==> src/hdl/kda_pkg.sv <==
package kda_pkg;

    localparam int NUM_KEYS       = 12;
    localparam int LEVEL_BITS     = 12;
    localparam int STICK_BITS     = 12;
    localparam int POS_BITS       = 2;
    localparam int NUM_SWITCHES   = 6;
    localparam int SW_BITS        = NUM_SWITCHES * POS_BITS;
    localparam int COUNT_BITS     = 8;
    localparam int OP_BITS        = 3;
    localparam int CFG_INDEX_BITS = 3;
    localparam int CFG_DATA_BITS  = 12;
    localparam int STICK_SEL_BITS = 2;

    localparam logic [LEVEL_BITS-1:0] LVL_LOW  = LEVEL_BITS'(1) << (LEVEL_BITS - 2);
    localparam logic [LEVEL_BITS-1:0] LVL_HIGH = LEVEL_BITS'(3) << (LEVEL_BITS - 2);

    localparam logic [NUM_KEYS-1:0] KEY_ENTER = NUM_KEYS'(1);
    localparam logic [NUM_KEYS-1:0] KEY_EXIT  = NUM_KEYS'(2);

    localparam logic [COUNT_BITS-1:0] COUNT_MAX = '1;

    localparam logic [POS_BITS-1:0] POS_UP   = POS_BITS'(0);
    localparam logic [POS_BITS-1:0] POS_MID  = POS_BITS'(1);
    localparam logic [POS_BITS-1:0] POS_DOWN = POS_BITS'(2);

    localparam logic [7:0] RESET_REPEAT_DELAY  = 8'd25;
    localparam logic [7:0] RESET_REPEAT_PERIOD = 8'd5;

    typedef enum logic [OP_BITS-1:0] {
        OP_SCAN        = 3'd0,
        OP_TEST_CLEAR  = 3'd1,
        OP_CLEAR       = 3'd2,
        OP_FLUSH       = 3'd3,
        OP_STOP_REPEAT = 3'd4
    } op_t;

    typedef enum logic [CFG_INDEX_BITS-1:0] {
        REG_REPEAT_DELAY     = 3'd0,
        REG_REPEAT_PERIOD    = 3'd1,
        REG_VIRT_E_STICK     = 3'd2,
        REG_VIRT_E_THRESHOLD = 3'd3,
        REG_VIRT_F_STICK     = 3'd4,
        REG_VIRT_F_THRESHOLD = 3'd5
    } reg_index_t;

    typedef struct packed {
        logic [OP_BITS-1:0]           operation;
        logic [NUM_KEYS-1:0]          key_lines;
        logic [LEVEL_BITS-1:0]        sw_a_level;
        logic [LEVEL_BITS-1:0]        sw_b_level;
        logic [LEVEL_BITS-1:0]        sw_c_level;
        logic [LEVEL_BITS-1:0]        sw_d_level;
        logic signed [STICK_BITS-1:0] stick_0;
        logic signed [STICK_BITS-1:0] stick_1;
        logic signed [STICK_BITS-1:0] stick_2;
        logic signed [STICK_BITS-1:0] stick_3;
        logic                         hand_pin;
        logic [NUM_KEYS-1:0]          key_select;
    } kda_item_t;

    typedef struct packed {
        logic [NUM_KEYS-1:0] down_flags;
        logic [NUM_KEYS-1:0] hold_flags;
        logic [SW_BITS-1:0]  switch_state;
        logic                hand_mode;
        logic                test_hit;
        logic                press_event;
        logic                activity;
    } kda_result_t;

    typedef struct packed {
        logic [7:0]                   repeat_delay;
        logic [7:0]                   repeat_period;
        logic [STICK_SEL_BITS-1:0]    virt_e_stick;
        logic signed [STICK_BITS-1:0] virt_e_threshold;
        logic [STICK_SEL_BITS-1:0]    virt_f_stick;
        logic signed [STICK_BITS-1:0] virt_f_threshold;
    } kda_cfg_t;

    typedef struct packed {
        logic [NUM_KEYS-1:0] key;
        logic [SW_BITS-1:0]  switches;
    } kda_scan_t;

    function automatic logic [POS_BITS-1:0] classify_level(input logic [LEVEL_BITS-1:0] lvl);
        logic [POS_BITS-1:0] pos;
        if (lvl <= LVL_LOW)
        begin
            pos = POS_UP;
        end
        else if (lvl >= LVL_HIGH)
        begin
            pos = POS_DOWN;
        end
        else
        begin
            pos = POS_MID;
        end
        return pos;
    endfunction

endpackage

==> src/hdl/kda_decode.sv <==
module kda_decode import kda_pkg::*;
(
    input  kda_item_t item,
    input  kda_cfg_t  cfg,
    output kda_scan_t scan
);

    logic [NUM_KEYS-1:0]          pressed;
    logic signed [STICK_BITS-1:0] stick_e;
    logic signed [STICK_BITS-1:0] stick_f;
    logic [POS_BITS-1:0]          pos_e;
    logic [POS_BITS-1:0]          pos_f;

    // The lowest pressed line wins, so isolating the lowest set bit gives the one-hot code.
    assign pressed  = ~item.key_lines;
    assign scan.key = pressed & (~pressed + NUM_KEYS'(1));

    always_comb
    begin
        case (cfg.virt_e_stick)
            2'd0:    stick_e = item.stick_0;
            2'd1:    stick_e = item.stick_1;
            2'd2:    stick_e = item.stick_2;
            default: stick_e = item.stick_3;
        endcase
        case (cfg.virt_f_stick)
            2'd0:    stick_f = item.stick_0;
            2'd1:    stick_f = item.stick_1;
            2'd2:    stick_f = item.stick_2;
            default: stick_f = item.stick_3;
        endcase
    end

    assign pos_e = (stick_e <= cfg.virt_e_threshold) ? POS_DOWN : POS_UP;
    assign pos_f = (stick_f <= cfg.virt_f_threshold) ? POS_DOWN : POS_UP;

    assign scan.switches = {pos_f, pos_e,
                            classify_level(item.sw_d_level),
                            classify_level(item.sw_c_level),
                            classify_level(item.sw_b_level),
                            classify_level(item.sw_a_level)};

endmodule

==> config.mk <==
export PLATFORM = sky130hd
export DESIGN_NAME = kda_decode
export DESIGN_NICKNAME = d
export VERILOG_FILES = /design/src/hdl/kda_pkg.sv /design/src/hdl/kda_decode.sv
export SDC_FILE = /design/constraint.sdc
export NUM_CORES = 1
export LEC_CHECK = 0
export BUFFER_PORTS_ARGS = -buffer_cell sky130_fd_sc_hd__buf_2
export CAP_MARGIN = 15
export CORE_AREA = 2 2 74 76
export DETAILED_ROUTE_END_ITERATION = 6
export DIE_AREA = 0 0 76 78
export PLACE_DENSITY = 0.8
export SETUP_SLACK_MARGIN = 0.4
export SYNTH_ARGS = -nofsm -noshare
export SYNTH_HDL_FRONTEND = slang
export SYNTH_SLANG_ARGS = --single-unit
==> constraint.sdc <==
create_clock -name vclk -period 3
set_clock_uncertainty 0.2 [all_clocks]
set_input_delay 0.45 -clock vclk [all_inputs]
set_output_delay 0.45 -clock vclk [all_outputs]
set_load 0.01 [all_outputs]
After elaboration in Yosys (flattened, before gate mapping)

Index checks and enable logic that the tools add are counted.
W data, S select, Z words.

Multiplexer cells: 12
$add $sub $neg: 1
Reduce and logical (&&, ||, !) cells: 2
Bitwise operators: 3
Eq/ne operators: 4
Order comparisons: 10

Operators by type and width:

| operator                | number |
|---|---|
| $pmux W12 S3            | 2 |
| $ge A12 B12 Y1 const B  | 4 |
| $le A12 B11 Y1 const B  | 4 |
| $le A12 B12 Y1          | 2 |
| $not A12 Y12            | 2 |
| $mux W2                 | 10 |
| $add A12 B1 Y12 const B | 1 |
| $and A12 B12 Y12        | 1 |
| $eq A2 B1 Y1 const B    | 2 |
| $eq A2 B2 Y1 const B    | 2 |
| $logic_not A2 Y1        | 2 |

Register bits: 0
Output and inout port bits: 24
Input port bits: 168
Word-level logic and storage cells: 32

Longest topological paths before layout

Gate-level depths: netlist of the first run.

Word-level depth: 4
Mapped depth: 7
Depth with buffers taken out: 6

Worst setup path before layout of the first run

OpenSTA, ideal clock, no wires.

Path kind: input-to-output
From: input port cfg[26] (netlist bit)
To: output port scan[9] (netlist bit)
Cell stages on the path: 7
Required time: 2.350 ns
Data arrival time: 2.323 ns
Path buffers: 1
Path slack: 0.027 ns
Path through: buf_4 > mux4_2 > ha_1 > a21oi_1 > o221ai_1 > a221oi_2 > mux2_2

RTL lines:

| item            | RTL line        | source |
|---|---|---|
| start, declared | kda_decode.sv:4 | `input kda_cfg_t cfg,` |
| end, declared   | kda_decode.sv:5 | `output kda_scan_t scan` |

==> results.tsv, run 1 <==
stage	metric	value	unit
layout	share of cells above drive strength 1	0.723	
timing	RSZ-0062 raised after global routing	yes	
global_routing	largest net degree at the start of global routing	13	
floorplanning	Row Count	26	
layout	clock buffers	0	
layout	ANT cells	0	
place	DP Cell Count	395	
run_status	status	complete, but fails checks	
layout	nets@finish	522	
floorplanning	Top Ports	192	
timing	final hold vios	0	
logic_synthesis	register area share after synthesis	0	
detailed_routing	drt total wl	5.62	mm
logic_synthesis	Yosys top cell by area	mux4_2	
logic_synthesis	post-synthesis cell type count	29	
timing	period utilization	1.02	
layout	seq_cells	0	
global_routing	grt total ovfl	0	
timing	Final Setup Violations	2	
place	instance area at placement	2630	um^2
timing	slack of the critical path	-0.0483	ns
detailed_routing	drt initial violations	22	
timing	setup_tns	-0.0875	ns
timing	Pins Over Slew Limit	0	
detailed_routing	routed len/inst	14.1	um
worst_setup_path	Crit. Startpoint	cfg[12]	
pwr	PD cells	164	nW/um^2
logic_synthesis	Yosys Warn Count	0	
timing	Hold Worst Slack	0.951	ns
floorplanning	Die ar.	5930	um^2
layout	fin cells	398	
worst_setup_path	crit-path max FO	5	
floorplanning	die width	76	um
detailed_routing	Pre-Repair DR Iteration Count	5	
hold_path	Hold Crit Class	in -> out	
worst_setup_path	Setup Crit Path Kind	in -> out	
logic_synthesis	top cell type's share of synthesized area	0.355	
worst_setup_path	Worst Setup EP	scan[11]	
layout	# fillers	425	
worst_setup_path	Critical Path RT	2.35	ns
run	MaxCap Viol Count	0	
logic_synthesis	most frequent cells after synthesis	33 x inv_1, 24 x ha_1, 24 x mux4_2	
layout	Seq. cell area	0	um^2
timing	FMAX	0.328	GHz
global_routing	first-pass GRT wire length	9.23	mm
floorplanning	effective utilization at floorplan	0.302	
detailed_routing	Vias	1967	
layout	Final Cell Area	2830	um^2
layout	synthesis-to-layout area growth	86.0	%
pwr	Leak	1.43	nW
logic_synthesis	Mean Syn Cell Area	9.33	um^2
pwr	Pwr Total	0.464	mW
worst_setup_path	CP Capture Type	output port	
worst_setup_path	Worst EP arrival	2.40	ns
place	GP Congestion	0.851	
pwr	Max IR drop VDD	93.5	uV
global_routing	Total GRT Usage	0.187	
place	Port Buffers	158	
logic_synthesis	synth top area cells	mux4_2 36%, ha_1 20%, inv_1 8.1%, mux2_2 3.7%, a21oi_1 3.3%	
detailed_routing	Residual DRC	0	
floorplanning	core area	5040	um^2
worst_setup_path	startpoint types	primary input	
detailed_routing	DRT antenna net count	0	
global_routing	vias in the first global route	2036	
timing	shortest period the worst path allows	3.05	ns
logic_synthesis	Post-Syn Instances	163	
floorplanning	die height	78	um
logic_synthesis	synthesized area	1520	um^2
detailed_routing	vias per cell	4.94	
place	Detailed Place HPWL	5.06	mm
logic_synthesis	count leader, synth	inv_1	
run_status	failing checks	setup timing	
global_routing	initial antenna violation count	0	
timing repair:
item | 4_1_cts | 5_1_grt
setup buffers | 3 | 0
setup endpoints to repair | 2 | 2
hold buffers | 0 | 0
resized for setup | 22 | 8
pin swaps | 9 | 6
layer usage:
metal | up-vias | global-route usage | wire length (um)
met1 | 898 | 0.206 | 2050
met2 | 107 | 0.384 | 3060
met3 | 6 | 0.0314 | 460
li1 | 956 | - | -
met4 | 0 | 0.0164 | 51
met5 | - | 0 | 0
per-stage QoR:
step	utilization	setup slack, ns
5_1_grt	0.561	-0.137
4_1_cts	0.556	-0.113
3_3_place_gp	0.521	-0.190
6_report	0.561	-0.0483
2_1_floorplan	-	0.208
3_5_place_dp	0.521	-0.229
cells in the final DEF, fill, tap and decap left out, drive strengths merged:
cell    count
mux2        6
a31oi       4
and4        1
and2        4
mux4       24
and3        1
nor2b       2
buf       170
inv        33
ha         24
o21ai       4
nor4        8
a21oi      10
conb        2
nand2       7
nor3        1
nor3b       2
nand4       5
nand3       2
and3b       1
nor2       10
a221oi      2
o41ai       2
o221ai      2
and4b       1
power breakdown:
| group | switching (mW) | internal (mW) |
|---|---|---|
| clock network | 0 | 0 |
| logic | 0.193 | 0.271 |
| registers | 0 | 0 |
layout make-up:
type                       instances  area (um^2)  area share
inverter                          33          124      0.0438
timing repair buffer             170          992       0.351
tap                               70         87.6      0.0309
multi-input combinational        125         1630       0.575
cells by family after synthesis:
logic type	after synthesis	synth area share
buf+inv	39	0.106
other cells	1	0.00246
compound gates	24	0.105
fa+ha+maj	24	0.197
simple gates	45	0.187
mux	30	0.402
worst max-delay path: stages:
cell	delay, ns
buf_8	0.08
buf_12	0.11
mux4_2	0.53
ha_4	0.24
a21oi_2	0.14
o21ai_2	0.08
a221oi_2	0.31
mux2_4	0.33
buf_6	0.12
worst min path at each step:
stage	start	endpoint	slack, ns	cells past startpoint
finish	item[111]	scan[14]	0.95	3
global route	item[120]	scan[23]	0.96	3
CTS	item[111]	scan[14]	0.95	3
detailed placement	item[111]	scan[14]	0.95	3
global placement	item[120]	scan[23]	0.95	3
floorplan	item[119]	scan[22]	0.73	1
Note: power is estimated with default switching activity, not from simulation.
==> inputs of run 2 (changes only) <==
clock period = 3.3 ns   (was 3 ns; I/O delays follow)
==> run 2 against run 1 <==
- the run now ends clean
- sequential cell count unchanged
- sequential share of layout area did not move
- utilization shrank 0.57 points
- via count is 0.51% lower
- critical path type unchanged
- critical endpoint unchanged
==> results.tsv, run 2 (synthesis gave the netlist of run 1 again) <==
stage	metric	value	unit
run_status	status	completed	
detailed_routing	Residual DRC	0	
global_routing	grt total ovfl	0	
worst_setup_path	Setup Crit Path Kind	in -> out	
place	instance area at placement	2520	um^2
timing	FMAX	0.318	GHz
place	DP Cell Count	390	
run	MaxCap Viol Count	0	
worst_setup_path	CP Capture Type	output port	
pwr	PD cells	150	nW/um^2
pwr	sw power	0.180	mW
timing	RSZ-0062 raised after global routing	yes	
timing	Pins Over Slew Limit	0	
detailed_routing	DRT antenna net count	0	
place	pre-CTS setup slack	0.00126	ns
pwr	sequential power share	0	
floorplanning	Top Ports	192	
hold_path	Hold Crit Class	in -> out	
place	Detailed Place HPWL	5.05	mm
floorplanning	Die ar.	5930	um^2
timing	final hold vios	0	
pwr	switching share of power	0.428	
layout	# fillers	426	
global_routing	first-pass GRT wire length	9.01	mm
timing	period utilization	0.952	
timing	slack of the critical path	0.159	ns
layout	post-layout util	0.556	
floorplanning	effective utilization at floorplan	0.302	
layout	fin cells	393	
worst_setup_path	Worst EP arrival	2.45	ns
global_routing	Total GRT Usage	0.186	
timing	setup_tns	0	ns
timing	shortest period the worst path allows	3.14	ns
detailed_routing	Pre-Repair DR Iteration Count	4	
place	GP Congestion	0.774	
global_routing	largest net degree at the start of global routing	13	
pwr	Max IR drop VDD	93.1	uV
detailed_routing	routed len/inst	15.2	um
place	Port Buffers	158	
worst_setup_path	Critical Path RT	2.60	ns
floorplanning	die width	76	um
global_routing	initial antenna violation count	0	
detailed_routing	drt total wl	5.98	mm
pwr	Power Internal	0.241	mW
layout	clock buffers	0	
floorplanning	die height	78	um
pwr	Leak	1.41	nW
layout	share of cells above drive strength 1	0.718	
layout	Seq. cell area	0	um^2
layout	seq_cells	0	
detailed_routing	drt initial violations	20	
pwr	Combinational Power Share	1.000	
floorplanning	core area	5040	um^2
layout	commonest non-fill, non-tap cell in the layout	buf_2	
layout	Final Cell Area	2800	um^2
layout	ANT cells	0	
layout	nets@finish	517	
worst_setup_path	crit-path max FO	5	
timing	Final Setup Violations	0	
worst_setup_path	startpoint types	primary input	
floorplanning	Row Count	26	
detailed_routing	vias per cell	4.98	
timing	Hold Worst Slack	1.04	ns
layout	synthesis-to-layout area growth	84.1	%
layout	most frequent cells in the layout	154 x buf_2, 33 x inv_1, 24 x mux4_2	
detailed_routing	Vias	1957	
pwr	Clk pwr share	0	
pwr	Pwr Total	0.421	mW
global_routing	vias in the first global route	2057	
-- run 2: final timing paths --
check,start,end,cells after the start
worst max-delay path,cfg[12],scan[11],9
worst min-delay path,item[111],scan[14],3
-- run 2: cell type report --
cell class	count	area, um^2	share of cell area
well taps	70	87.6	0.0313
repair buffers	165	942	0.336
multi-input cells	125	1650	0.588
inverters	33	124	0.0442
-- run 2: power groups by stage --
| stage | clock [mW] | sequential (mW) | combinational [mW] |
|---|---|---|---|
| after floorplan | 0 | 0 | 0.202 |
| after global placement | 0 | 0 | 0.337 |
| after detailed placement | 0 | 0 | 0.348 |
| after CTS | 0 | 0 | 0.399 |
| after global routing | 0 | 0 | 0.462 |
| final | 0 | 0 | 0.421 |
-- run 2: metal layers --
metal  vias up  wire, um  global-route usage
met4         0       103              0.0273
met1       887      2110               0.183
met2       112      3250               0.404
met5         -         0                   0
li1        950         -                   -
met3         8       507              0.0337
-- run 2: worst max-delay path, cell delays in order --
cell	delay, ns
buf_12	0.09
buf_12	0.12
mux4_2	0.54
ha_4	0.25
a21oi_2	0.12
o21ai_2	0.08
a221oi_2	0.29
mux2_4	0.33
buf_6	0.12
-- run 2: timing repair --
action	in CTS	in global routing
cloned	1	0
hold buffers	0	0
setup endpoints to repair	2	2
resized for setup	26	10
pin swaps	14	8
buffers inserted	2	0
==> inputs of run 3 (changes only) <==
ABC_AREA = 1   (was not set)
PLACE_DENSITY = 0.86   (was 0.8)
==> run 3 against run 2 <==
- synthesized area grew 16%
- sequential share of layout area is the same
- global-route usage grew 2.5 points
- largest cell class unchanged
- combinational power grew 4%
- critical endpoint unchanged
- cell count grew 48%
- maximum frequency grew 11%
- critical path depth grew 6
==> results.tsv, run 3 <==
stage	metric	value	unit
detailed_routing	Pre-Repair DR Iteration Count	5	
timing	final hold vios	0	
worst_setup_path	crit-path max FO	9	
detailed_routing	Residual DRC	0	
layout	clock buffers	0	
pwr	Clk pwr share	0	
timing	period utilization	0.856	
floorplanning	effective utilization at floorplan	0.350	
timing	Pins Over Slew Limit	0	
worst_setup_path	Worst EP arrival	2.13	ns
pwr	PD cells	140	nW/um^2
global_routing	initial antenna violation count	0	
hold_path	Worst Hold Path EP	scan[16]	
global_routing	vias in the first global route	2594	
hold_path	hold path cells	3	
cts	# hold bufs at CTS	0	
place	GP Congestion	0.866	
global_routing	first-pass GRT wire length	10.9	mm
timing	Hold Worst Slack	1.04	ns
place	DP Cell Count	573	
detailed_routing	drt initial violations	203	
worst_setup_path	startpoint types	primary input	
detailed_routing	drt total wl	7.22	mm
place	Port Buffers	158	
timing	RSZ-0062 raised after global routing	yes	
layout	synthesis-to-layout area growth	76.8	%
timing	Final Setup Violations	0	
pwr	sequential power share	0	
worst_setup_path	CP Capture Type	output port	
timing	setup_tns	0	ns
layout	most frequent cells in the layout	154 x buf_2, 87 x nand2_1, 67 x inv_1	
layout	seq_cells	0	
floorplanning	Top Ports	192	
logic_synthesis	Yosys Warn Count	0	
floorplanning	Die ar.	5930	um^2
global_routing	grt total ovfl	0	
pwr	switching share of power	0.520	
logic_synthesis	synth top area cells	nand2_1 21%, ha_1 17%, inv_1 15%, nand3_1 9.1%, o21ai_0 7.1%	
detailed_routing	vias per cell	4.97	
pwr	Power Internal	0.209	mW
hold_path	Hold Crit Class	in -> out	
detailed_routing	Vias	2897	
worst_setup_path	Critical Path RT	2.60	ns
pwr	Leak	1.86	nW
pwr	Pwr Total	0.436	mW
pwr	sw power	0.227	mW
detailed_routing	routed len/inst	12.4	um
logic_synthesis	register area share after synthesis	0	
hold_path	Hold Startpoint	item[113]	
global_routing	largest net degree at the start of global routing	17	
logic_synthesis	synthesized area	1760	um^2
run	MaxCap Viol Count	0	
layout	fin cells	583	
layout	share of cells above drive strength 1	0.466	
run_status	status	completed	
layout	ANT cells	0	
detailed_routing	DRT antenna net count	0	
layout	# fillers	493	
place	Detailed Place HPWL	5.52	mm
layout	nets@finish	707	
logic_synthesis	Post-Syn Instances	348	
logic_synthesis	top cell type's share of synthesized area	0.207	
worst_setup_path	Setup Crit Path Kind	in -> out	
pwr	Combinational Power Share	1.000	
floorplanning	die width	76	um
timing	FMAX	0.354	GHz
logic_synthesis	post-synthesis cell type count	26	
timing	shortest period the worst path allows	2.82	ns
pwr	Max IR drop VDD	73.3	uV
logic_synthesis	Mean Syn Cell Area	5.07	um^2
global_routing	Total GRT Usage	0.212	
logic_synthesis	count leader, synth	nand2_1	
floorplanning	Row Count	26	
logic_synthesis	Yosys top cell by area	nand2_1	
logic_synthesis	most frequent cells after synthesis	97 x nand2_1, 70 x inv_1, 32 x nand3_1	
layout	Seq. cell area	0	um^2
layout	commonest non-fill, non-tap cell in the layout	buf_2	
floorplanning	core area	5040	um^2
floorplanning	die height	78	um
## run 3: stage by stage
| step | util | worst slack [ns] | cell area, um^2 |
|---|---|---|---|
| after CTS | 0.548 | 0.402 | 2770 |
| final | 0.618 | 0.475 | 3120 |
| after detailed placement | 0.520 | 0.192 | 2620 |
| after global placement | 0.520 | 0.211 | 2620 |
| after global routing | 0.618 | 0.360 | 3120 |
| after floorplan | - | 0.759 | 1770 |
## run 3: kinds of logic (layout without fill, tap and decap cells)
kind of cell | after synthesis | count (layout) | share of synthesized area
AND/OR/NAND/NOR | 179 | 179 | 0.457
buffers and inverters | 88 | 252 | 0.208
AO/OA/AOI/OAI | 56 | 56 | 0.163
adder cells (fa/ha/maj) | 24 | 24 | 0.170
other | 1 | 2 | 0.00213
## run 3: layout make-up
class              count  area [um^2]  share of cell area
repair buffers       176         1030               0.332
multi-input cells    261         1690               0.544
well taps             70         87.6              0.0281
inverters             76          300              0.0963
## run 3: power by group through the flow
| stage | sequential (mW) | clock, mW | combinational [mW] |
|---|---|---|---|
| floorplan | 0 | 0 | 0.191 |
| global placement | 0 | 0 | 0.328 |
| detailed placement | 0 | 0 | 0.340 |
| CTS | 0 | 0 | 0.365 |
| global route | 0 | 0 | 0.488 |
| finish | 0 | 0 | 0.436 |
## run 3: critical path: stages
cell,delay [ns]
buf_8,0.11
buf_6,0.12
buf_8,0.13
o21ai_2,0.06
nand3_1,0.09
o21ai_1,0.11
inv_1,0.10
ha_4,0.28
nand4_1,0.14
nor2_4,0.13
nand2_2,0.06
nand3_1,0.06
nand2_1,0.05
nand3_1,0.06
buf_2,0.13
## run 3: how the worst max path moves through the flow
stage,slack [ns],depth (start not counted),startpoint,to
floorplan,0.76,14,cfg[26],scan[9]
global placement,0.21,15,cfg[27],scan[9]
detailed placement,0.19,17,cfg[27],scan[9]
CTS,0.40,18,cfg[26],scan[9]
global route,0.36,18,cfg[26],scan[9]
finish,0.48,15,cfg[13],scan[11]
## run 3: metal layers
metal	vias to the layer above	part of all wire	track usage
met5	-	0	0
met4	0	0.015	0.0182
met3	12	0.093	0.0163
met2	158	0.52	0.414
met1	1285	0.37	0.260
li1	1442	-	-
## run 3: what timing repair did
action                                  in CTS  in global routing
pin swaps                                    4                 18
cloned                                       1                  1
endpoints found under the setup margin       2                  2
setup buffers                                4                  4
gates resized for setup                     27                 70
