<file path="src/hdl/kda_pkg.sv">
package kda_pkg;

    localparam int NUM_KEYS       = 12;
    localparam int LEVEL_BITS     = 12;
    localparam int STICK_BITS     = 12;
    localparam int POS_BITS       = 2;
    localparam int NUM_SWITCHES   = 6;
    localparam int SW_BITS        = NUM_SWITCHES * POS_BITS;
    localparam int COUNT_BITS     = 8;
    localparam int OP_BITS        = 3;
    localparam int CFG_INDEX_BITS = 3;
    localparam int CFG_DATA_BITS  = 12;
    localparam int STICK_SEL_BITS = 2;

    localparam logic [LEVEL_BITS-1:0] LVL_LOW  = LEVEL_BITS'(1) << (LEVEL_BITS - 2);
    localparam logic [LEVEL_BITS-1:0] LVL_HIGH = LEVEL_BITS'(3) << (LEVEL_BITS - 2);

    localparam logic [NUM_KEYS-1:0] KEY_ENTER = NUM_KEYS'(1);
    localparam logic [NUM_KEYS-1:0] KEY_EXIT  = NUM_KEYS'(2);

    localparam logic [COUNT_BITS-1:0] COUNT_MAX = '1;

    localparam logic [POS_BITS-1:0] POS_UP   = POS_BITS'(0);
    localparam logic [POS_BITS-1:0] POS_MID  = POS_BITS'(1);
    localparam logic [POS_BITS-1:0] POS_DOWN = POS_BITS'(2);

    localparam logic [7:0] RESET_REPEAT_DELAY  = 8'd25;
    localparam logic [7:0] RESET_REPEAT_PERIOD = 8'd5;

    typedef enum logic [OP_BITS-1:0] {
        OP_SCAN        = 3'd0,
        OP_TEST_CLEAR  = 3'd1,
        OP_CLEAR       = 3'd2,
        OP_FLUSH       = 3'd3,
        OP_STOP_REPEAT = 3'd4
    } op_t;

    typedef enum logic [CFG_INDEX_BITS-1:0] {
        REG_REPEAT_DELAY     = 3'd0,
        REG_REPEAT_PERIOD    = 3'd1,
        REG_VIRT_E_STICK     = 3'd2,
        REG_VIRT_E_THRESHOLD = 3'd3,
        REG_VIRT_F_STICK     = 3'd4,
        REG_VIRT_F_THRESHOLD = 3'd5
    } reg_index_t;

    typedef struct packed {
        logic [OP_BITS-1:0]           operation;
        logic [NUM_KEYS-1:0]          key_lines;
        logic [LEVEL_BITS-1:0]        sw_a_level;
        logic [LEVEL_BITS-1:0]        sw_b_level;
        logic [LEVEL_BITS-1:0]        sw_c_level;
        logic [LEVEL_BITS-1:0]        sw_d_level;
        logic signed [STICK_BITS-1:0] stick_0;
        logic signed [STICK_BITS-1:0] stick_1;
        logic signed [STICK_BITS-1:0] stick_2;
        logic signed [STICK_BITS-1:0] stick_3;
        logic                         hand_pin;
        logic [NUM_KEYS-1:0]          key_select;
    } kda_item_t;

    typedef struct packed {
        logic [NUM_KEYS-1:0] down_flags;
        logic [NUM_KEYS-1:0] hold_flags;
        logic [SW_BITS-1:0]  switch_state;
        logic                hand_mode;
        logic                test_hit;
        logic                press_event;
        logic                activity;
    } kda_result_t;

    typedef struct packed {
        logic [7:0]                   repeat_delay;
        logic [7:0]                   repeat_period;
        logic [STICK_SEL_BITS-1:0]    virt_e_stick;
        logic signed [STICK_BITS-1:0] virt_e_threshold;
        logic [STICK_SEL_BITS-1:0]    virt_f_stick;
        logic signed [STICK_BITS-1:0] virt_f_threshold;
    } kda_cfg_t;

    typedef struct packed {
        logic [NUM_KEYS-1:0] key;
        logic [SW_BITS-1:0]  switches;
    } kda_scan_t;

    function automatic logic [POS_BITS-1:0] classify_level(input logic [LEVEL_BITS-1:0] lvl);
        logic [POS_BITS-1:0] pos;
        if (lvl <= LVL_LOW)
        begin
            pos = POS_UP;
        end
        else if (lvl >= LVL_HIGH)
        begin
            pos = POS_DOWN;
        end
        else
        begin
            pos = POS_MID;
        end
        return pos;
    endfunction

endpackage

</file>
<file path="src/hdl/kda_state.sv">
module kda_state import kda_pkg::*;
(
    input  logic        clk,
    input  logic        rst_n,
    input  logic        step_en,
    input  kda_item_t   item,
    input  kda_scan_t   scan,
    input  kda_cfg_t    cfg,
    output kda_result_t result
);

    logic [NUM_KEYS-1:0]   last_key_reg, last_key_next;
    logic [COUNT_BITS-1:0] press_count_reg, press_count_next;
    logic [NUM_KEYS-1:0]   down_reg, down_next;
    logic [NUM_KEYS-1:0]   hold_reg, hold_next;
    logic [SW_BITS-1:0]    last_switches_reg, last_switches_next;
    logic [SW_BITS-1:0]    confirmed_reg, confirmed_next;
    logic                  hand_reg, hand_next;
    logic [COUNT_BITS-1:0] count_mid;
    logic                  hit;
    logic                  press;
    logic                  act;

    always_comb
    begin
        last_key_next      = last_key_reg;
        press_count_next   = press_count_reg;
        down_next          = down_reg;
        hold_next          = hold_reg;
        last_switches_next = last_switches_reg;
        confirmed_next     = confirmed_reg;
        hand_next          = hand_reg;
        count_mid          = press_count_reg;
        hit                = 1'b0;
        press              = 1'b0;
        act                = 1'b0;

        case (item.operation)
            OP_SCAN:
            begin
                if (scan.key == last_key_reg)
                begin
                    if (scan.key != '0)
                    begin
                        if (press_count_reg == '0)
                        begin
                            down_next = down_reg & ~scan.key;
                            press     = 1'b1;
                            act       = 1'b1;
                        end
                        else if (press_count_reg >= cfg.repeat_delay)
                        begin
                            // Enter and exit report the hold but do not repeat.
                            hold_next = hold_reg & ~scan.key;
                            if (scan.key != KEY_ENTER && scan.key != KEY_EXIT)
                            begin
                                down_next = down_reg & ~scan.key;
                            end
                            count_mid = cfg.repeat_delay - cfg.repeat_period;
                            act       = 1'b1;
                        end
                        if (count_mid != COUNT_MAX)
                        begin
                            press_count_next = count_mid + COUNT_BITS'(1);
                        end
                        else
                        begin
                            press_count_next = count_mid;
                        end
                    end
                    else
                    begin
                        press_count_next = '0;
                        hold_next        = '1;
                    end
                end
                else
                begin
                    last_key_next = scan.key;
                end
                if (scan.switches == last_switches_reg)
                begin
                    confirmed_next = scan.switches;
                end
                else
                begin
                    last_switches_next = scan.switches;
                end
                hand_next = item.hand_pin;
            end
            OP_TEST_CLEAR:
            begin
                if ((down_reg & item.key_select) == '0)
                begin
                    down_next = down_reg | item.key_select;
                    hit       = 1'b1;
                end
            end
            OP_CLEAR:
            begin
                down_next = down_reg | item.key_select;
            end
            OP_FLUSH:
            begin
                down_next        = '1;
                hold_next        = '1;
                press_count_next = '0;
            end
            OP_STOP_REPEAT:
            begin
                press_count_next = COUNT_BITS'(1);
            end
            default:
            begin
            end
        endcase
    end

    always_ff @(posedge clk or negedge rst_n)
    begin
        if (!rst_n)
        begin
            last_key_reg      <= '0;
            press_count_reg   <= '0;
            down_reg          <= '1;
            hold_reg          <= '1;
            last_switches_reg <= '0;
            confirmed_reg     <= '1;
            hand_reg          <= 1'b0;
        end
        else if (step_en)
        begin
            last_key_reg      <= last_key_next;
            press_count_reg   <= press_count_next;
            down_reg          <= down_next;
            hold_reg          <= hold_next;
            last_switches_reg <= last_switches_next;
            confirmed_reg     <= confirmed_next;
            hand_reg          <= hand_next;
        end
    end

    assign result.down_flags   = down_next;
    assign result.hold_flags   = hold_next;
    assign result.switch_state = confirmed_next;
    assign result.hand_mode    = hand_next;
    assign result.test_hit     = hit;
    assign result.press_event  = press;
    assign result.activity     = act;

endmodule

</file>
<file path="config.mk">
export PLATFORM = sky130hd
export DESIGN_NAME = kda_state
export DESIGN_NICKNAME = d
export VERILOG_FILES = /design/src/hdl/kda_pkg.sv /design/src/hdl/kda_state.sv
export SDC_FILE = /design/constraint.sdc
export NUM_CORES = 1
export LEC_CHECK = 0
export BUFFER_PORTS_ARGS = -buffer_cell sky130_fd_sc_hd__buf_2
export CAP_MARGIN = 20
export CORE_MARGIN = 2
export CORE_UTILIZATION = 46
export CTS_CLUSTER_SIZE = 20
export DETAILED_ROUTE_END_ITERATION = 16
export PLACE_DENSITY_LB_ADDON = 0.1
export SLEW_MARGIN = 20
export SYNTH_ARGS = -nofsm -noshare
export SYNTH_HDL_FRONTEND = slang
export SYNTH_SLANG_ARGS = --single-unit
</file>
<file path="constraint.sdc">
create_clock -name clk -period 9.35 [get_ports clk]
set_input_delay 1.4025 -clock clk [delete_from_list [all_inputs] [get_ports clk]]
set_output_delay 1.4025 -clock clk [all_outputs]
set_load 0.01 [all_outputs]
</file>
=== Word level (Yosys, flattened, before mapping) ===
Index checks and enable logic that the tools add are counted.

* Register bits: 69
* Bits in latches: 0
* RAM bits: 0
* Memory bits (read-only): 0
* Bits of input ports: 195
* Output and inout bits: 40
* Word-level logic and storage cells: 71
* Memories kept: 0

* Add/sub/neg operators: 2
* Multipliers: 0
* Divide/modulo/power cells: 0
* $lt $le $gt $ge: 1
* Equality and inequality tests: 10
* Shift-type cells: 0
* Mux-type cells: 35
* Bitwise gates (word level): 7
* Reductions and logical operators: 9

{| class="wikitable"
|+ Operators by type and width
! cell !! number
|-
| 2-to-1 mux 12 bit || 12
|-
| 2-to-1 mux 8 bit || 8
|-
| one-hot mux 12 bit (4 select lines) || 1
|-
| bitwise AND 12 bit || 3
|-
| == test 12 bit || 2
|-
| one-hot mux 12 bit (2 select lines) || 1
|-
| one-hot mux 8 bit (3 select lines) || 1
|-
| logical NOT 12 bit || 1
|-
| 2-to-1 mux 1 bit || 12
|-
| inequality test 12 x 1 -> 1 bit (second input constant) || 1
|-
| inequality test 12 x 2 -> 1 bit (second input constant) || 1
|-
| inverter 12 bit || 1
|-
| OR 12 bit || 1
|-
| nonzero test 12 bit || 1
|-
| AND reduction 3 bit || 3
|-
| adder 8 x 1 -> 8 bit (second input constant) || 1
|-
| >= comparator 8 bit || 1
|-
| logical NOT 8 bit || 1
|-
| inequality test 8 bit (second input constant) || 1
|-
| subtractor 8 bit || 1
|-
| == test 3 x 2 -> 1 bit (second input constant) || 2
|-
| == test 3 x 1 -> 1 bit (second input constant) || 1
|-
| == test 3 bit (second input constant) || 1
|-
| logical NOT 3 bit || 1
|-
| 4 further kinds || 5
|}

=== Depth between registers and ports, before layout ===
Gate-level depths: netlist of the first run.

* Depth in word-level cells: 11
* Gate-level depth with buffers: 15

=== Least setup slack after synthesis of the first run ===
OpenSTA, ideal clock, no wires.

* Path kind: in2out
* Start: input cfg[36] (netlist name)
* End: output result[28] (netlist name)
* Arrival time: 3152 ps
* Data required time: 7947 ps
* Slack: 4796 ps
* Cell stages on the path: 9
* Cell sequence: ha_1 nand2b_1 a2111oi_4 o31ai_4 clkbuf_1 a21oi_1 nor2_1 and2_1 nor2_1

{| class="wikitable"
|+ RTL lines
! item !! RTL line !! source
|-
| from (decl) || kda_state.sv:8 || <nowiki>input kda_cfg_t cfg,</nowiki>
|-
| to (decl) || kda_state.sv:9 || <nowiki>output kda_result_t result</nowiki>
|}

==> results of run 1 <==
## Yosys cell counts, types with 4 or more instances
cell type,n
nor2_1,54
mux2_2,41
nand2_1,41
dfstp_2,36
a21oi_1,33
dfrtp_1,33
inv_1,20
xnor2_1,18
a21o_1,16
ha_1,16
xor2_1,15
clkbuf_1,14
mux2_1,12
nand3_1,11
mux2_4,10
a211oi_1,7
a311oi_1,7
nand4_1,7
nor4_1,7
o21ai_1,7
nor3_1,6
a22o_1,5
a22oi_1,5
and2_1,5
a31oi_1,4
and3_1,4
buf_4,4
o21ai_0,4
## cell type report
| cell class | instances | share of cell area |
|---|---|---|
| Sequential cell | 69 | 0.324 |
| Clock buffer | 9 | 0.0227 |
| Timing Repair Buffer | 100 | 0.0925 |
| Clock inverter | 7 | 0.0114 |
| Multi-Input combinational cell | 371 | 0.504 |
| Inverter | 21 | 0.0144 |
| Tap cell | 136 | 0.0311 |
## worst max-delay path, stage by stage
cell and delay [ns]:
buf_2 0.10, inv_1 0.04, ha_1 0.31, nand4_1 0.18, o31ai_4 0.67, nand2_2 0.14
a2111oi_4 0.77, nand2_1 0.15, a21o_1 0.22, buf_2 0.13
## worst max path at each step
| stage | depth (start not counted) | to | from | slack (ns) |
|---|---|---|---|---|
| floorplan | 9 | result[28] | cfg[36] | 4.80 |
| finish | 10 | result[19] | cfg[43] | 3.82 |
| global placement | 10 | result[19] | cfg[43] | 3.84 |
| detailed placement | 10 | result[19] | cfg[43] | 3.82 |
| CTS | 10 | result[19] | cfg[43] | 3.80 |
| global route | 10 | result[19] | cfg[43] | 3.61 |
## report_power, final
group | switching (mW) | internal (mW)
logic | 0.159 | 0.140
clock network | 0.133 | 0.102
registers | 0.0398 | 0.364
## kinds of logic after synthesis
kind of cell,after synthesis
flip-flops,69
AO/OA/AOI/OAI,108
multiplexers,66
adder cells (fa/ha/maj),18
XOR/XNOR,33
AND/OR/NAND/NOR,146
buffers and inverters,47
## per-layer routing
metal | up-vias | share of wire | wire [um]
li1 | 1914 | - | -
met1 | 1831 | 0.45 | 5020
met2 | 97 | 0.49 | 5480
met3 | 5 | 0.053 | 596
met4 | 0 | 0.0052 | 58
met5 | - | 0 | 0
==> impl_metrics.xml, run 1 <==
<?xml version="1.0" encoding="UTF-8"?>
<metrics>
  <group name="floorplanning">
    <metric name="io_pins" unit="">235</metric>
    <metric name="core_area" unit="mm2">0.0101</metric>
    <metric name="die-width" unit="um">105</metric>
    <metric name="site_row_count" unit="">37</metric>
    <metric name="die-area" unit="mm2">0.0111</metric>
    <metric name="initial_core_util" unit="">0.467</metric>
    <metric name="die_h" unit="um">105</metric>
  </group>
  <group name="yosys">
    <metric name="synth.distinct_cells" unit="">58</metric>
    <metric name="post_synthesis_compound_gate_area_fraction" unit="">0.166</metric>
    <metric name="yosysSeqAreaShare" unit="">0.374</metric>
    <metric name="synth_warnings" unit="">0</metric>
    <metric name="synth_top_cells_by_area" unit="">dfstp_2, dfrtp_1, mux2_2</metric>
    <metric name="synth.cell_area" unit="mm2">0.00474</metric>
    <metric name="synth_register_bits" unit="">69</metric>
    <metric name="postSynthCellCount" unit="">487</metric>
    <metric name="synth.avg_cell_area" unit="um2">9.73</metric>
    <metric name="synth.mux.area_fraction" unit="">0.164</metric>
    <metric name="synth_top_cell_by_area" unit="">dfstp_2</metric>
    <metric name="synth_top_family_by_area" unit="">compound AO/OA/AOI/OAI gates</metric>
    <metric name="synth_edf_count" unit="">0</metric>
    <metric name="synthesis.nets" unit="">699</metric>
    <metric name="synthArstFlopShare" unit="">1.00</metric>
    <metric name="yosys_most_used_dff" unit="">dfstp_2</metric>
    <metric name="synthDominantCellAreaShare" unit="">0.200</metric>
    <metric name="synth_simple_gate_area_frac" unit="">0.141</metric>
    <metric name="post_synth_xor_area_fraction" unit="">0.0610</metric>
    <metric name="synthAdderAreaFrac" unit="">0.0486</metric>
  </group>
  <group name="clock_network">
    <metric name="clock_latency" unit="ns">0.34</metric>
    <metric name="root_buffer" unit="">clkbuf_8</metric>
    <metric name="post_cts_resize_count" unit="">0</metric>
    <metric name="postCtsSetupBuffers" unit="">0</metric>
    <metric name="cts_hold_repair.buffers" unit="">0</metric>
    <metric name="clk_pin_slew_worst_paths" unit="ns">0.08</metric>
    <metric name="cts-htree-levels" unit="">3</metric>
    <metric name="ctsLongestPathBuffers" unit="">2</metric>
    <metric name="cts_num_sinks" unit="">69</metric>
    <metric name="cts_buffers" unit="">9</metric>
    <metric name="tritoncts" unit="">built</metric>
  </group>
  <group name="layout">
    <metric name="final-instance-count-excl-fill" unit="">713</metric>
    <metric name="post_route_cells_drive_above_1_share" unit="">0.371</metric>
    <metric name="finalCoreUtilization" unit="">0.539</metric>
    <metric name="final_net_count" unit="">784</metric>
    <metric name="filler_cell_count" unit="">936</metric>
    <metric name="layout.cells.most_common" unit="">buf_2</metric>
    <metric name="syn_to_final_growth" unit="%">15.4</metric>
    <metric name="area.sequential" unit="mm2">0.00177</metric>
    <metric name="most-common-layout-cells" unit="">buf_2, nor2_1, nand2_1, mux2_2, dfstp_2</metric>
    <metric name="multi_input_comb_area" unit="mm2">0.00275</metric>
    <metric name="finalInstanceArea" unit="mm2">0.00547</metric>
    <metric name="antenna_cells_inserted" unit="">0</metric>
  </group>
  <group name="timing">
    <metric name="timing.max_slew.rel_slack" unit="">0.401</metric>
    <metric name="layout_setup_ws" unit="ns">3.82</metric>
    <metric name="setup_repair_after_global_routing_missed_its_margin" unit="">false</metric>
    <metric name="finalClockSkew" unit="ns">0.0173</metric>
    <metric name="layout_worst_path_cycle_share" unit="">0.591</metric>
    <metric name="finalSetupViolations" unit="">0</metric>
    <metric name="layout_min_cycle_time" unit="ns">5.53</metric>
    <metric name="final_hold_viol_count" unit="">0</metric>
    <metric name="maxSlewViolCount" unit="">0</metric>
    <metric name="max_freq" unit="GHz">0.181</metric>
    <metric name="holdWs" unit="ns">0.509</metric>
    <metric name="worstMarginPinSlew" unit="ns">0.899</metric>
    <metric name="setup-tns-final" unit="ns">0</metric>
  </group>
  <group name="worst_setup_path">
    <metric name="timing.critical_path.required" unit="ns">7.95</metric>
    <metric name="critical_path.reg2reg.endpoint" unit="">press_count_reg[0]</metric>
    <metric name="crit_arrival" unit="ns">4.12</metric>
    <metric name="setup.worst_path.start_class" unit="">input port</metric>
    <metric name="cp_max_fo" unit="">15</metric>
    <metric name="worst-setup-path-type" unit="">input port to primary output</metric>
    <metric name="worstReg2RegStart" unit="">press_count_reg[7]</metric>
    <metric name="r2r_slack" unit="ns">5.89</metric>
    <metric name="crit_path_end_kind" unit="">primary output</metric>
    <metric name="r2r_cells" unit="">12</metric>
  </group>
  <group name="min_path">
    <metric name="hold_class" unit="">flop to flop</metric>
    <metric name="worstHoldEndpoint" unit="">hand_reg</metric>
    <metric name="min_path_cells" unit="">1</metric>
    <metric name="hp-start" unit="">hand_reg</metric>
  </group>
  <group name="drt">
    <metric name="drt_drc_violations_left" unit="">0</metric>
    <metric name="via_count" unit="">3847</metric>
    <metric name="drt-pass1-iter-count" unit="">4</metric>
    <metric name="drt.antenna.violating_nets" unit="">0</metric>
    <metric name="drt_wl_total" unit="mm">11.2</metric>
    <metric name="vias_per_cell" unit="">5.40</metric>
    <metric name="initial_drc_count" unit="">145</metric>
    <metric name="wl_per_cell" unit="um">15.6</metric>
  </group>
  <group name="placed_design">
    <metric name="detailed_place.area" unit="mm2">0.00528</metric>
    <metric name="gp_congestion" unit="">0.805</metric>
    <metric name="dp_hpwl" unit="mm">8.12</metric>
    <metric name="dp_worst_setup_slack" unit="ns">3.82</metric>
    <metric name="place_inst" unit="">697</metric>
    <metric name="buffer_ports.inserted" unit="">98</metric>
  </group>
  <group name="global_route">
    <metric name="met1_track_demand_over_resource_in_global_routing" unit="">0.277</metric>
    <metric name="grt_start_max_net_pins" unit="">70</metric>
    <metric name="gr-usage-all-layers" unit="">0.206</metric>
    <metric name="globalRouteOverflowTotal" unit="">0</metric>
    <metric name="busiest_layer" unit="">met2</metric>
    <metric name="grt_pass1_vias" unit="">3745</metric>
    <metric name="grt_first_pass_wirelength" unit="mm">18.5</metric>
    <metric name="grtUsageMet2" unit="">0.347</metric>
    <metric name="grt_antenna_before_repair" unit="">0</metric>
    <metric name="grt.met3_usage" unit="">0.0390</metric>
  </group>
  <group name="outcome">
    <metric name="run_status" unit="">completed</metric>
  </group>
  <group name="pwr">
    <metric name="power_per_cell_area" unit="mW/mm2">172</metric>
    <metric name="power" unit="uW">938</metric>
    <metric name="total_leakage_power" unit="nW">2.46</metric>
    <metric name="worst_ir_drop_vdd" unit="mV">0.0739</metric>
  </group>
  <group name="job">
    <metric name="max-cap-violations" unit="">0</metric>
  </group>
</metrics>
Power figures use the tool's default switching activity.
==> run 2, diff against run 1 <==
==> constraint.sdc (replaced) <==
create_clock -name clk -period 5.8 [get_ports clk]
set_input_delay 0.87 -clock clk [delete_from_list [all_inputs] [get_ports clk]]
set_output_delay 0.87 -clock clk [all_outputs]
set_load 0.01 [all_outputs]
==> impl_metrics.xml, run 2 (synthesis gave the netlist of run 1 again) <==
<?xml version="1.0" encoding="UTF-8"?>
<metrics>
  <group name="outcome">
    <metric name="run_status" unit="">completed</metric>
  </group>
  <group name="pwr">
    <metric name="power.share.sequential" unit="">0.413</metric>
    <metric name="power_per_cell_area" unit="mW/mm2">286</metric>
    <metric name="internal_power" unit="mW">1.06</metric>
    <metric name="p_comb_frac" unit="">0.307</metric>
    <metric name="power.net_switching" unit="uW">518</metric>
    <metric name="power.clock.fraction" unit="">0.280</metric>
    <metric name="switching_share" unit="">0.329</metric>
    <metric name="worst_ir_drop_vdd" unit="mV">0.238</metric>
    <metric name="total_leakage_power" unit="nW">2.47</metric>
  </group>
  <group name="drt">
    <metric name="drt_drc_violations_left" unit="">0</metric>
    <metric name="drt.antenna.violating_nets" unit="">0</metric>
    <metric name="drt_wl_total" unit="mm">11.2</metric>
    <metric name="wl_per_cell" unit="um">15.7</metric>
    <metric name="drt-pass1-iter-count" unit="">5</metric>
    <metric name="initial_drc_count" unit="">140</metric>
    <metric name="via_count" unit="">3904</metric>
    <metric name="vias_per_cell" unit="">5.48</metric>
  </group>
  <group name="timing">
    <metric name="timing.max_slew.rel_slack" unit="">0.315</metric>
    <metric name="max_freq" unit="GHz">0.225</metric>
    <metric name="maxSlewViolCount" unit="">0</metric>
    <metric name="finalClockSkew" unit="ns">0.00795</metric>
    <metric name="layout_worst_path_cycle_share" unit="">0.768</metric>
    <metric name="setup-tns-final" unit="ns">0</metric>
    <metric name="setup_repair_after_global_routing_missed_its_margin" unit="">false</metric>
    <metric name="final_hold_viol_count" unit="">0</metric>
    <metric name="layout_min_cycle_time" unit="ns">4.45</metric>
    <metric name="finalSetupViolations" unit="">0</metric>
    <metric name="worstMarginPinSlew" unit="ns">1.03</metric>
  </group>
  <group name="global_route">
    <metric name="grt_first_pass_wirelength" unit="mm">18.5</metric>
    <metric name="grt_start_max_net_pins" unit="">70</metric>
    <metric name="gr-usage-all-layers" unit="">0.210</metric>
    <metric name="grt_pass1_vias" unit="">3781</metric>
    <metric name="grt_antenna_before_repair" unit="">0</metric>
    <metric name="globalRouteOverflowTotal" unit="">0</metric>
  </group>
  <group name="clock_network">
    <metric name="ctsLongestPathBuffers" unit="">2</metric>
    <metric name="post_cts_resize_count" unit="">0</metric>
    <metric name="clk_pin_slew_worst_paths" unit="ns">0.08</metric>
    <metric name="cts_num_sinks" unit="">69</metric>
    <metric name="cts-htree-levels" unit="">3</metric>
    <metric name="cts_buffers" unit="">9</metric>
    <metric name="postCtsSetupBuffers" unit="">0</metric>
    <metric name="root_buffer" unit="">clkbuf_8</metric>
    <metric name="clock_latency" unit="ns">0.35</metric>
    <metric name="cts_hold_repair.buffers" unit="">0</metric>
    <metric name="tritoncts" unit="">built</metric>
  </group>
  <group name="layout">
    <metric name="most-common-layout-cells" unit="">buf_2, nor2_1, nand2_1, mux2_2, dfstp_2</metric>
    <metric name="post_route_cells_drive_above_1_share" unit="">0.369</metric>
    <metric name="filler_cell_count" unit="">947</metric>
    <metric name="syn_to_final_growth" unit="%">16.1</metric>
    <metric name="antenna_cells_inserted" unit="">0</metric>
    <metric name="layout.cells.most_common" unit="">buf_2</metric>
    <metric name="final_net_count" unit="">784</metric>
    <metric name="finalCoreUtilization" unit="">0.542</metric>
  </group>
  <group name="floorplanning">
    <metric name="site_row_count" unit="">37</metric>
    <metric name="io_pins" unit="">235</metric>
    <metric name="die_h" unit="um">105</metric>
    <metric name="die-area" unit="mm2">0.0111</metric>
    <metric name="initial_core_util" unit="">0.467</metric>
    <metric name="die-width" unit="um">105</metric>
    <metric name="core_area" unit="mm2">0.0101</metric>
  </group>
  <group name="worst_setup_path">
    <metric name="cp_max_fo" unit="">15</metric>
    <metric name="crit_arrival" unit="ns">3.58</metric>
    <metric name="setup.worst_path.start_class" unit="">input port</metric>
    <metric name="r2r_cells" unit="">12</metric>
    <metric name="crit_path_end_kind" unit="">primary output</metric>
    <metric name="worst-setup-path-type" unit="">input port to primary output</metric>
    <metric name="timing.critical_path.required" unit="ns">4.93</metric>
  </group>
  <group name="min_path">
    <metric name="hold_class" unit="">flop to flop</metric>
    <metric name="min_path_cells" unit="">1</metric>
  </group>
  <group name="placed_design">
    <metric name="buffer_ports.inserted" unit="">98</metric>
    <metric name="dp_hpwl" unit="mm">8.12</metric>
    <metric name="gp_congestion" unit="">0.813</metric>
  </group>
  <group name="job">
    <metric name="max-cap-violations" unit="">0</metric>
  </group>
</metrics>
run 2: cell types whose count changed in the layout (fill, tap and decap cells not counted), sizes merged:
cell    delta
bufinv     +2
inv        -4
clkinv     +2
run 2: power groups by stage:
stage	Sequential (mW)	Combinational, mW	Clock, mW
6_report	0.651	0.483	0.441
5_1_grt	0.665	0.539	0.476
4_1_cts	0.651	0.487	0.456
3_5_place_dp	0.660	0.484	0
3_3_place_gp	0.654	0.473	0
2_1_floorplan	0.642	0.359	0
run 2: critical path: stages:
cell and delay, ns:
buf_2 0.10, inv_1 0.05, ha_1 0.30, nand4_1 0.17
o31ai_4 0.66, nand2_2 0.13, a2111oi_4 0.78, nand2_1 0.15
a21o_1 0.22, buf_2 0.14
run 2: path summary, 6_finish.rpt:
check / start / end / slack [ns]
worst max-delay path: cfg[43] / result[19] / 1.35
worst min-delay path: hand_reg / hand_reg / 0.51
worst max register to register: press_count_reg[5] / press_count_reg[1] / 2.34
worst min register to register: hand_reg / hand_reg / 0.51
max in group asynchronous: rst_n / press_count_reg[5] / 4.49
min in group asynchronous: rst_n / last_key_reg[9] / 0.71
run 2: per-stage QoR:
step                      hold slack, ns  total power [mW]  instances  instance area [um2]  setup WS [ns]
after global routing               0.537              1.68        713                 5500           1.16
after detailed placement           0.497              1.14        697                 5280           1.35
final                              0.512              1.58        713                 5500           1.35
after global placement             0.488              1.13        697                 5280           1.35
after CTS                          0.515              1.59        713                 5500           1.32
after floorplan                    0.477              1.00        487                 4740           2.27
run 2: area by class of cell:
type	instances	area [um2]	area share
Tap cell	136	170	0.0309
Inverter	21	78.8	0.0143
Multi-Input combinational cell	371	2750	0.500
Timing Repair Buffer	100	505	0.0919
Sequential cell	69	1770	0.322
Clock inverter	7	98.8	0.0180
Clock buffer	9	124	0.0225
run 2: layer usage:
| layer | vias up | GRT usage | routed length (um) |
|---|---|---|---|
| met5 | - | 0 | 0 |
| met4 | 0 | 0.0543 | 148 |
| met2 | 94 | 0.348 | 5380 |
| li1 | 1923 | - | - |
| met3 | 11 | 0.0476 | 527 |
| met1 | 1876 | 0.276 | 5120 |
